**src/rtl/wrps_pkg.sv**
```systemverilog
// Package: shared types and constants for the weighted rectangle point sampler.
package wrps_pkg;

  localparam int MaxRects   = 64;
  localparam int CoordBits  = 16;
  localparam int IdxBits    = $clog2(MaxRects);
  localparam int CntBits    = $clog2(MaxRects + 1);
  localparam int SampleBits = 38;
  localparam int TotalBits  = 39;
  localparam int SpanBits   = CoordBits + 1;
  localparam int OriginBits = 2 * CoordBits;

  typedef enum logic [1:0] {
    OP_CLEAR = 2'd0,
    OP_ADD   = 2'd1,
    OP_PICK  = 2'd2,
    OP_NONE  = 2'd3
  } opcode_t;

  typedef enum logic [1:0] {
    ST_OK       = 2'd0,
    ST_RANGE    = 2'd1,
    ST_FULL     = 2'd2,
    ST_INVERTED = 2'd3
  } status_t;

  typedef enum logic [3:0] {
    S_IDLE,
    S_ADD_RD,
    S_ADD_WR,
    S_PK_RD,
    S_PK_CHK,
    S_BS_RD,
    S_BS_CMP,
    S_BASE_RD,
    S_BASE,
    S_DIV,
    S_POINT,
    S_OUT
  } state_t;

  // controller -> datapath
  typedef struct packed {
    logic load;      // capture input word
    logic add_rd;    // read last prefix
    logic add_wr;    // write new entry
    logic clear;
    logic pk_rd;     // read total
    logic bs_start;
    logic bs_rd;
    logic bs_cmp;
    logic base_rd;
    logic base_ld;
    logic div_step;
    logic point;
    logic set_status;
    status_t status;
  } wrps_cmd_t;

  // datapath -> controller
  typedef struct packed {
    logic full;
    logic inverted;
    logic out_range;
    logic bs_done;
    logic div_done;
  } wrps_sts_t;

endpackage

```
**src/rtl/wrps_ctrl.sv**
```systemverilog
// Controller state machine of the weighted rectangle point sampler.
module wrps_ctrl (
  input  logic              clk,
  input  logic              rst,
  input  logic              in_fire,
  input  wrps_pkg::opcode_t in_op,
  input  logic              out_busy,
  output logic              in_ready,
  output logic              out_load,
  output wrps_pkg::wrps_cmd_t cmd,
  input  wrps_pkg::wrps_sts_t sts
);
  import wrps_pkg::*;

  state_t state, state_next;

  always_ff @(posedge clk) begin
    if (rst) state <= S_IDLE;
    else state <= state_next;
  end

  always_comb begin
    state_next = state;
    case (state)
      S_IDLE: begin
        if (in_fire) begin
          case (in_op)
            OP_ADD:  state_next = S_ADD_RD;
            OP_PICK: state_next = S_PK_RD;
            default: state_next = S_OUT;
          endcase
        end
      end
      S_ADD_RD:  state_next = (sts.full || sts.inverted) ? S_OUT : S_ADD_WR;
      S_ADD_WR:  state_next = S_OUT;
      S_PK_RD:   state_next = S_PK_CHK;
      S_PK_CHK:  state_next = sts.out_range ? S_OUT : S_BS_RD;
      S_BS_RD:   state_next = sts.bs_done ? S_BASE_RD : S_BS_CMP;
      S_BS_CMP:  state_next = S_BS_RD;
      S_BASE_RD: state_next = S_BASE;
      S_BASE:    state_next = S_DIV;
      S_DIV:     state_next = sts.div_done ? S_POINT : S_DIV;
      S_POINT:   state_next = S_OUT;
      S_OUT:     state_next = out_busy ? S_OUT : S_IDLE;
      default:   state_next = S_IDLE;
    endcase
  end

  always_comb begin
    cmd = '0;
    cmd.status = ST_OK;
    in_ready = 1'b0;
    out_load = 1'b0;
    case (state)
      S_IDLE: begin
        in_ready = 1'b1;
        cmd.load = in_fire;
        cmd.set_status = in_fire;
        cmd.clear = in_fire && (in_op == OP_CLEAR);
      end
      S_ADD_RD: begin
        cmd.set_status = 1'b1;
        cmd.status = sts.full ? ST_FULL : (sts.inverted ? ST_INVERTED : ST_OK);
      end
      S_ADD_WR:  cmd.add_wr = 1'b1;
      S_PK_RD:   cmd.pk_rd = 1'b1;
      S_PK_CHK: begin
        cmd.bs_start = 1'b1;
        cmd.set_status = sts.out_range;
        cmd.status = ST_RANGE;
      end
      S_BS_RD:   cmd.bs_rd = 1'b1;
      S_BS_CMP:  cmd.bs_cmp = 1'b1;
      S_BASE_RD: cmd.base_rd = 1'b1;
      S_BASE:    cmd.base_ld = 1'b1;
      S_DIV:     cmd.div_step = 1'b1;
      S_POINT:   cmd.point = 1'b1;
      S_OUT:     out_load = !out_busy;
      default: ;
    endcase
    cmd.add_rd = (state == S_IDLE) && in_fire && (in_op == OP_ADD);
  end

`ifndef SYNTHESIS
  a_ready_idle: assert property (@(posedge clk) disable iff (rst)
    in_ready |-> state == S_IDLE) else $error("ready outside idle");
  a_div_from_base: assert property (@(posedge clk) disable iff (rst)
    (state == S_DIV && $past(state) != S_DIV) |-> $past(state) == S_BASE)
    else $error("division entered wrongly");
  a_out_hold: assert property (@(posedge clk) disable iff (rst)
    (state == S_OUT && out_busy) |=> state == S_OUT) else $error("out dropped");
`endif
endmodule

```
**config.mk**
```make
export PLATFORM = sky130hd
export DESIGN_NAME = wrps_ctrl
export DESIGN_NICKNAME = d
export VERILOG_FILES = /design/src/rtl/wrps_pkg.sv /design/src/rtl/wrps_ctrl.sv
export SDC_FILE = /design/constraint.sdc
export NUM_CORES = 1
export LEC_CHECK = 0
export BUFFER_PORTS_ARGS = -buffer_cell sky130_fd_sc_hd__buf_2
export CAP_MARGIN = 20
export CORE_AREA = 5 5 52 54
export CTS_BUF_LIST = sky130_fd_sc_hd__clkbuf_8
export DETAILED_ROUTE_END_ITERATION = 10
export DIE_AREA = 0 0 57 59
export SKIP_LAST_GASP = 1
export SYNTH_ARGS = -nofsm -noshare
export SYNTH_HDL_FRONTEND = slang
export SYNTH_SLANG_ARGS = --single-unit
export TNS_END_PERCENT = 100
```
**constraint.sdc**
```tcl
create_clock -name clk -period 1.9 [get_ports clk]
set_input_delay 0.38 -clock clk [delete_from_list [all_inputs] [get_ports clk]]
set_output_delay 0.38 -clock clk [all_outputs]
set_load 0.005 [all_outputs]
```
==> flow_summary_export.csv, run 1 <==
group,metric,value,unit
hold_path,worstHoldStart,"rst",
cts,cts_root_buf,"clkbuf_8",
timing,slew_headroom,69.6,%
die,initial_utilization,24.2,%
logic_synthesis,ys.flop_type,"dfxtp_1",
cts,post_cts_buffers,0,
cells_and_area,stdcell_count,125,
die,die_area,0.00336,mm²
timing,final.setup.worst_slack,0.117,ns
die,rows,17,
cts,clkTransAtPathRegs,0.03,ns
placed_design,gp_congestion,0.813,
setup_path,start_kind,"flop",
pwr,ir_drop,551,µV
cells_and_area,reg.largest.list,"state (4)",
timing,slew_violations,0,
cells_and_area,top_register,"state",
pwr,pwr_density_cell,1420,mW/mm²
logic_synthesis,synth.cell_area,526,µm²
pwr,swShare,46.1,%
hold_path,whs_path_depth,4,
logic_synthesis,ys_seq_elements,4,
outcome,status,"finished clean",
pwr,switching_power,0.470,mW
cells_and_area,fin_nets,113,
setup_path,slowest_stage,"dfxtp_1",
global_routing,grt_pass1_wl,2200,µm
hold_path,hp-class,"in -> reg",
setup_path,crit_arrival,1.40,ns
pwr,clock_power_share,16.8,%
logic_synthesis,ys.warnings.count,0,
timing,maxClockFrequency,0.561,GHz
pwr,pwr-share-seq,24.6,%
logic_synthesis,synth_edf_count,0,
global_routing,grt_pass1_vias,532,
drt,totalWireLength,1360,µm
global_routing,grt_start_max_net_pins,13,
setup_path,regToRegEndpoint,"state[3]",
global_routing,grt-ovfl-total,0,
setup_path,worstSetupEndpointType,"primary output",
placed_design,io_buffers,27,
logic_synthesis,async_flop_share,0,%
flow_run,cap_violations,0,
cells_and_area,drive_gt1_share,49.5,%
timing,fin_crit,1.78,ns
pwr,total_leakage_power,0.351,nW
die,ioPinCount,28,
timing,fin_skew,0.00264,ns
logic_synthesis,yosysSeqAreaShare,15.2,%
setup_path,cp_data_required_time,1.52,ns
setup_path,worst_r2r_path_depth,5,
logic_synthesis,syn_inst,68,
drt,drtPass1Iterations,4,
global_routing,antenna_found_initial,0,
drt,ant_nets,0,
timing,final_hold_viol_count,0,
setup_path,critPathMaxFanout,8,
hold_path,holdPathEnd,"state[0]",
logic_synthesis,syn_area_per_cell,7.73,µm²
cells_and_area,largest_reg_flops,4,
cts,cts_buffers,3,
timing,setup_viol,0,
drt,wl_per_cell,10.9,µm
global_routing,grt.total_usage,8.24,%
placed_design,dp_hpwl,1100,µm
die,die_w,57,µm
die,core-area,0.00217,mm²
placed_design,dpl_worst_slack,0.279,ns
cells_and_area,final_cell_mix,"27 x buf_2, 11 x nor2_1, 6 x nor3_1",
setup_path,r2r_start,"state[3]",
cells_and_area,fillerInstances,245,
cells_and_area,fin_area,719,µm²
logic_synthesis,synth_cell_type_count,29,
logic_synthesis,syn_nets,82,
drt,vias_per_cell,4.56,
placed_design,place_area,676,µm²
setup_path,cp_slowest_stage_delay,0.41,ns
placed_design,placed_cells,122,
setup_path,path_class,"reg -> out",
cts,cts_tree,"yes",
setup_path,r2r_slack,0.45,ns
drt,dr_total_vias,570,
timing,worst_pin_slew,0.456,ns
timing,rsz0062_at_grt,"yes",
cts,htreeDepth,1,
cells_and_area,diodes,0,
die,die_h,59,µm
timing,finalCritPeriodShare,93.8,%
cts,cts_buffer_depth,2,
pwr,p_int,0.550,mW
drt,drtIter0Drc,10,
cells_and_area,area_growth,36.9,%
drt,drc,0,
setup_path,worstPathCellList,"buf_4, nor4b_2, a21oi_1, nor3_2, buf_2",
pwr,comb_power_share,58.5,%
cells_and_area,final_common_cell,"buf_2",
cts,clock_latency,0.21,ns
cts,cts.sinks,4,
## cell type report
| cell class | instances | area, µm² | area share, % |
|---|---|---|---|
| Timing Repair Buffer | 31 | 165 | 23.0 |
| Clock buffer | 3 | 41.3 | 5.74 |
| Sequential cell | 4 | 82.6 | 11.5 |
| Multi-Input combinational cell | 53 | 373 | 51.8 |
| Inverter | 6 | 22.5 | 3.13 |
| Tap cell | 28 | 35.0 | 4.87 |
## routing by layer
layer | GRT usage, % | vias up | wire (µm)
met3 | 2.83 | 2 | 88
met2 | 12.9 | 18 | 607
met5 | 0 | - | 0
met1 | 10.1 | 249 | 644
li1 | - | 301 | -
met4 | 3.97 | 0 | 23
## critical path, delay by kind of cell, from the launching register on
family / cells / cell delay (ns)
compound gates: 1 / 0.07
simple gates: 2 / 0.35
buf+inv: 2 / 0.35
flops: 1 / 0.41
## power by group through the flow
stage	logic (mW)	clock network [mW]	registers, mW
after floorplan	0.522	0	0.175
after global routing	0.678	0.182	0.266
after global placement	0.603	0	0.248
final	0.597	0.171	0.251
after detailed placement	0.605	0	0.250
after CTS	0.608	0.177	0.248
## cell usage after synthesis (2+ instances only)
cell | instances | area share (%)
nor2_1 | 11 | 7.9
nor3_1 | 6 | 5.7
a21oi_1 | 5 | 4.8
buf_6 | 4 | 8.6
dfxtp_1 | 4 | 15
inv_1 | 4 | 2.9
nand2_1 | 4 | 2.9
ha_1 | 3 | 7.1
o21ai_0 | 3 | 2.9
and3_1 | 2 | 2.4
inv_2 | 2 | 1.4
nand2b_1 | 2 | 2.4
nor4_4 | 2 | 8.1
## metrics by stage
step	hold WS, ns	util [%]	power (mW)	setup TNS [ns]
floorplan	0.555	-	0.697	0
global placement	0.659	31.1	0.851	0
detailed placement	0.665	31.1	0.855	0
CTS	0.459	33.0	1.03	0
global route	0.498	33.2	1.13	-0.00377
finish	0.457	33.2	1.02	0
## worst max path at each step
stage / start / endpoint / depth (start not counted)
after floorplan: state[0] / cmd[0] / 5
after global placement: state[0] / cmd[11] / 4
after detailed placement: state[0] / cmd[11] / 4
after CTS: state[0] / cmd[11] / 4
after global routing: state[2] / cmd[0] / 5
final: state[2] / cmd[0] / 5
## repair_timing
item                       4_1_cts  5_1_grt
setup endpoints to repair        0        7
gates resized for setup          0        2
hold buffers                     0        0
## cell families after synthesis
family,share of synthesized area [%]
AOI/OAI and AO/OA,23.1
xor gates and xnor gates,1.67
adders and majority gates,7.14
buffers and inverters,13.8
DFF,15.2
and+or+nand+nor,39.0
Note: power is estimated with default switching activity, not from simulation.
==> inputs of run 2 (changes only) <==
--- a/config.mk
+++ b/config.mk
@@ -8,9 +8,10 @@
 export BUFFER_PORTS_ARGS = -buffer_cell sky130_fd_sc_hd__buf_2
 export CAP_MARGIN = 20
 export CORE_AREA = 5 5 52 54
-export CTS_BUF_LIST = sky130_fd_sc_hd__clkbuf_8
+export CTS_BUF_LIST = sky130_fd_sc_hd__clkbuf_4 sky130_fd_sc_hd__clkbuf_8 sky130_fd_sc_hd__clkbuf_16
 export DETAILED_ROUTE_END_ITERATION = 10
 export DIE_AREA = 0 0 57 59
+export SETUP_SLACK_MARGIN = 0.1
 export SKIP_LAST_GASP = 1
 export SYNTH_ARGS = -nofsm -noshare
 export SYNTH_HDL_FRONTEND = slang
==> run 2 against run 1 <==
Clock skew increased by 0.00075 ns. Sequential share of layout area increased by 0.77 points. Hold slack got worse by 0.018 ns. Clock power decreased by 41%. Register-to-register slack improved by 0.11 ns. Total power increased by 0.34%. Critical path type unchanged.
==> flow_summary_export.csv, run 2 (synthesis gave the netlist of run 1 again) <==
group,metric,value,unit
setup_path,r2r_start,"state[0]",
drt,ant_nets,0,
pwr,ir_drop,592,µV
placed_design,place_area,676,µm²
placed_design,dpl_worst_slack,0.279,ns
timing,setup_viol,0,
timing,final.setup.worst_slack,0.209,ns
global_routing,grt_pass1_vias,533,
die,core-area,0.00217,mm²
flow_run,cap_violations,0,
global_routing,grt.total_usage,8.28,%
cts,cts.sinks,4,
die,initial_utilization,24.2,%
timing,maxClockFrequency,0.591,GHz
setup_path,slowest_stage,"dfxtp_4",
cells_and_area,fin_area,736,µm²
pwr,power.total,1.02,mW
die,ioPinCount,28,
drt,dr_total_vias,571,
setup_path,path_class,"reg -> out",
cts,cts_root_buf,"clkbuf_4",
cells_and_area,drive_gt1_share,52.5,%
timing,slew_headroom,79.3,%
pwr,total_leakage_power,0.359,nW
hold_path,whs_path_depth,4,
drt,wl_per_cell,11.1,µm
timing,rsz0062_at_grt,"no",
drt,drtIter0Drc,5,
placed_design,io_buffers,27,
global_routing,grt_pass1_wl,2220,µm
cts,cts_buffer_depth,2,
die,die_h,59,µm
setup_path,cp_data_required_time,1.52,ns
placed_design,gp_congestion,0.813,
timing,fin_crit,1.69,ns
cells_and_area,final_common_cell,"buf_2",
setup_path,critical_path.top_delay_family,"flip-flops",
pwr,pwr_density_cell,1390,mW/mm²
hold_path,worstHoldStart,"rst",
hold_path,hp-class,"in -> reg",
timing,fin_tns_setup,0,ns
placed_design,dp_hpwl,1100,µm
drt,totalWireLength,1410,µm
cts,htreeDepth,1,
die,die_area,0.00336,mm²
setup_path,critPathMaxFanout,8,
cts,clock_latency,0.23,ns
setup_path,r2r_slack,0.56,ns
global_routing,grt-ovfl-total,0,
drt,drc,0,
setup_path,cp.depth,5,
timing,worst_pin_slew,0.309,ns
setup_path,crit_path_end,"cmd[0]",
die,rows,17,
setup_path,cp_slowest_stage_delay,0.38,ns
cts,cts_buffers,3,
outcome,status,"finished clean",
setup_path,worstSetupEndpointType,"primary output",
setup_path,regToRegEndpoint,"state[2]",
timing,slew_violations,0,
cells_and_area,fin_nets,115,
setup_path,cp-startpoint,"state[2]",
cells_and_area,fillerInstances,250,
setup_path,worstPathCellList,"buf_6, nor4b_4, a21oi_1, nor3_2, buf_2",
drt,vias_per_cell,4.50,
setup_path,worst_r2r_path_depth,6,
cells_and_area,area_growth,40.0,%
cts,cts_tree,"yes",
cells_and_area,final_cell_mix,"27 x buf_2, 11 x nor2_1, 6 x nor3_1",
cells_and_area,largest_reg_flops,4,
timing,fin_skew,0.00339,ns
die,die_w,57,µm
global_routing,grt_start_max_net_pins,13,
cells_and_area,top_register,"state",
timing,final_hold_viol_count,0,
cells_and_area,reg.largest.list,"state (4)",
setup_path,start_kind,"flop",
global_routing,antenna_found_initial,0,
setup_path,crit_arrival,1.31,ns
cells_and_area,diodes,0,
cts,clkTransAtPathRegs,0.04,ns
setup_path,cp_num_buf_inv,2,
timing,finalCritPeriodShare,89.0,%
drt,drtPass1Iterations,5,
cts,postCtsHoldBufs,0,
-- run 2: cell types whose count changed in the layout (fill, tap and decap cells not counted), sizes merged --
cell and change:
buf +2
-- run 2: per-stage QoR --
step           utilization [%]  cells  hold slack (ns)
6_report                  33.9    127            0.439
5_1_grt                   33.9    127            0.476
4_1_cts                   32.4    125            0.429
3_5_place_dp              31.1    122            0.665
3_3_place_gp              31.1    122            0.659
2_1_floorplan                -     68            0.555
-- run 2: cell type report --
| cell class | instances | area (µm²) | area share, % |
|---|---|---|---|
| clock buffers | 3 | 22.5 | 3.06 |
| inverters | 6 | 22.5 | 3.06 |
| multi-input cells | 53 | 382 | 51.9 |
| flip-flops and latches | 4 | 90.1 | 12.2 |
| well taps | 28 | 35.0 | 4.76 |
| repair buffers | 33 | 184 | 25.0 |
-- run 2: report_power, final --
part / total, mW / internal (mW) / switching [mW]
sequential: 0.261 / 0.134 / 0.127
clock: 0.101 / 0.0703 / 0.0303
combinational: 0.661 / 0.338 / 0.323
total: 1.02 / 0.542 / 0.481
-- run 2: worst min-delay path by stage --
stage and to:
2_1_floorplan state[1], 5_1_grt state[0], 6_report state[0], 3_3_place_gp state[3], 4_1_cts state[0], 3_5_place_dp state[3]
-- run 2: worst register-to-register path, delay by kind of cell, from the launching register on --
kind	cells	cell delay [ns]
AOI/OAI and AO/OA	1	0.17
buffers and inverters	3	0.37
DFF	1	0.38
and+or+nand+nor	2	0.30
-- run 2: layer usage --
metal,share of wire (%),GRT usage (%),up-vias
met3,6.3,2.83,2
li1,-,-,299
met1,48,10.1,248
met2,44,13.1,22
met5,0,0,-
met4,1.6,3.97,0
-- run 2: what timing repair did --
action | 4_1_cts | 5_1_grt
pin swaps | 0 | 2
setup buffers | 0 | 2
setup endpoints to repair | 7 | 10
gates resized for setup | 3 | 5
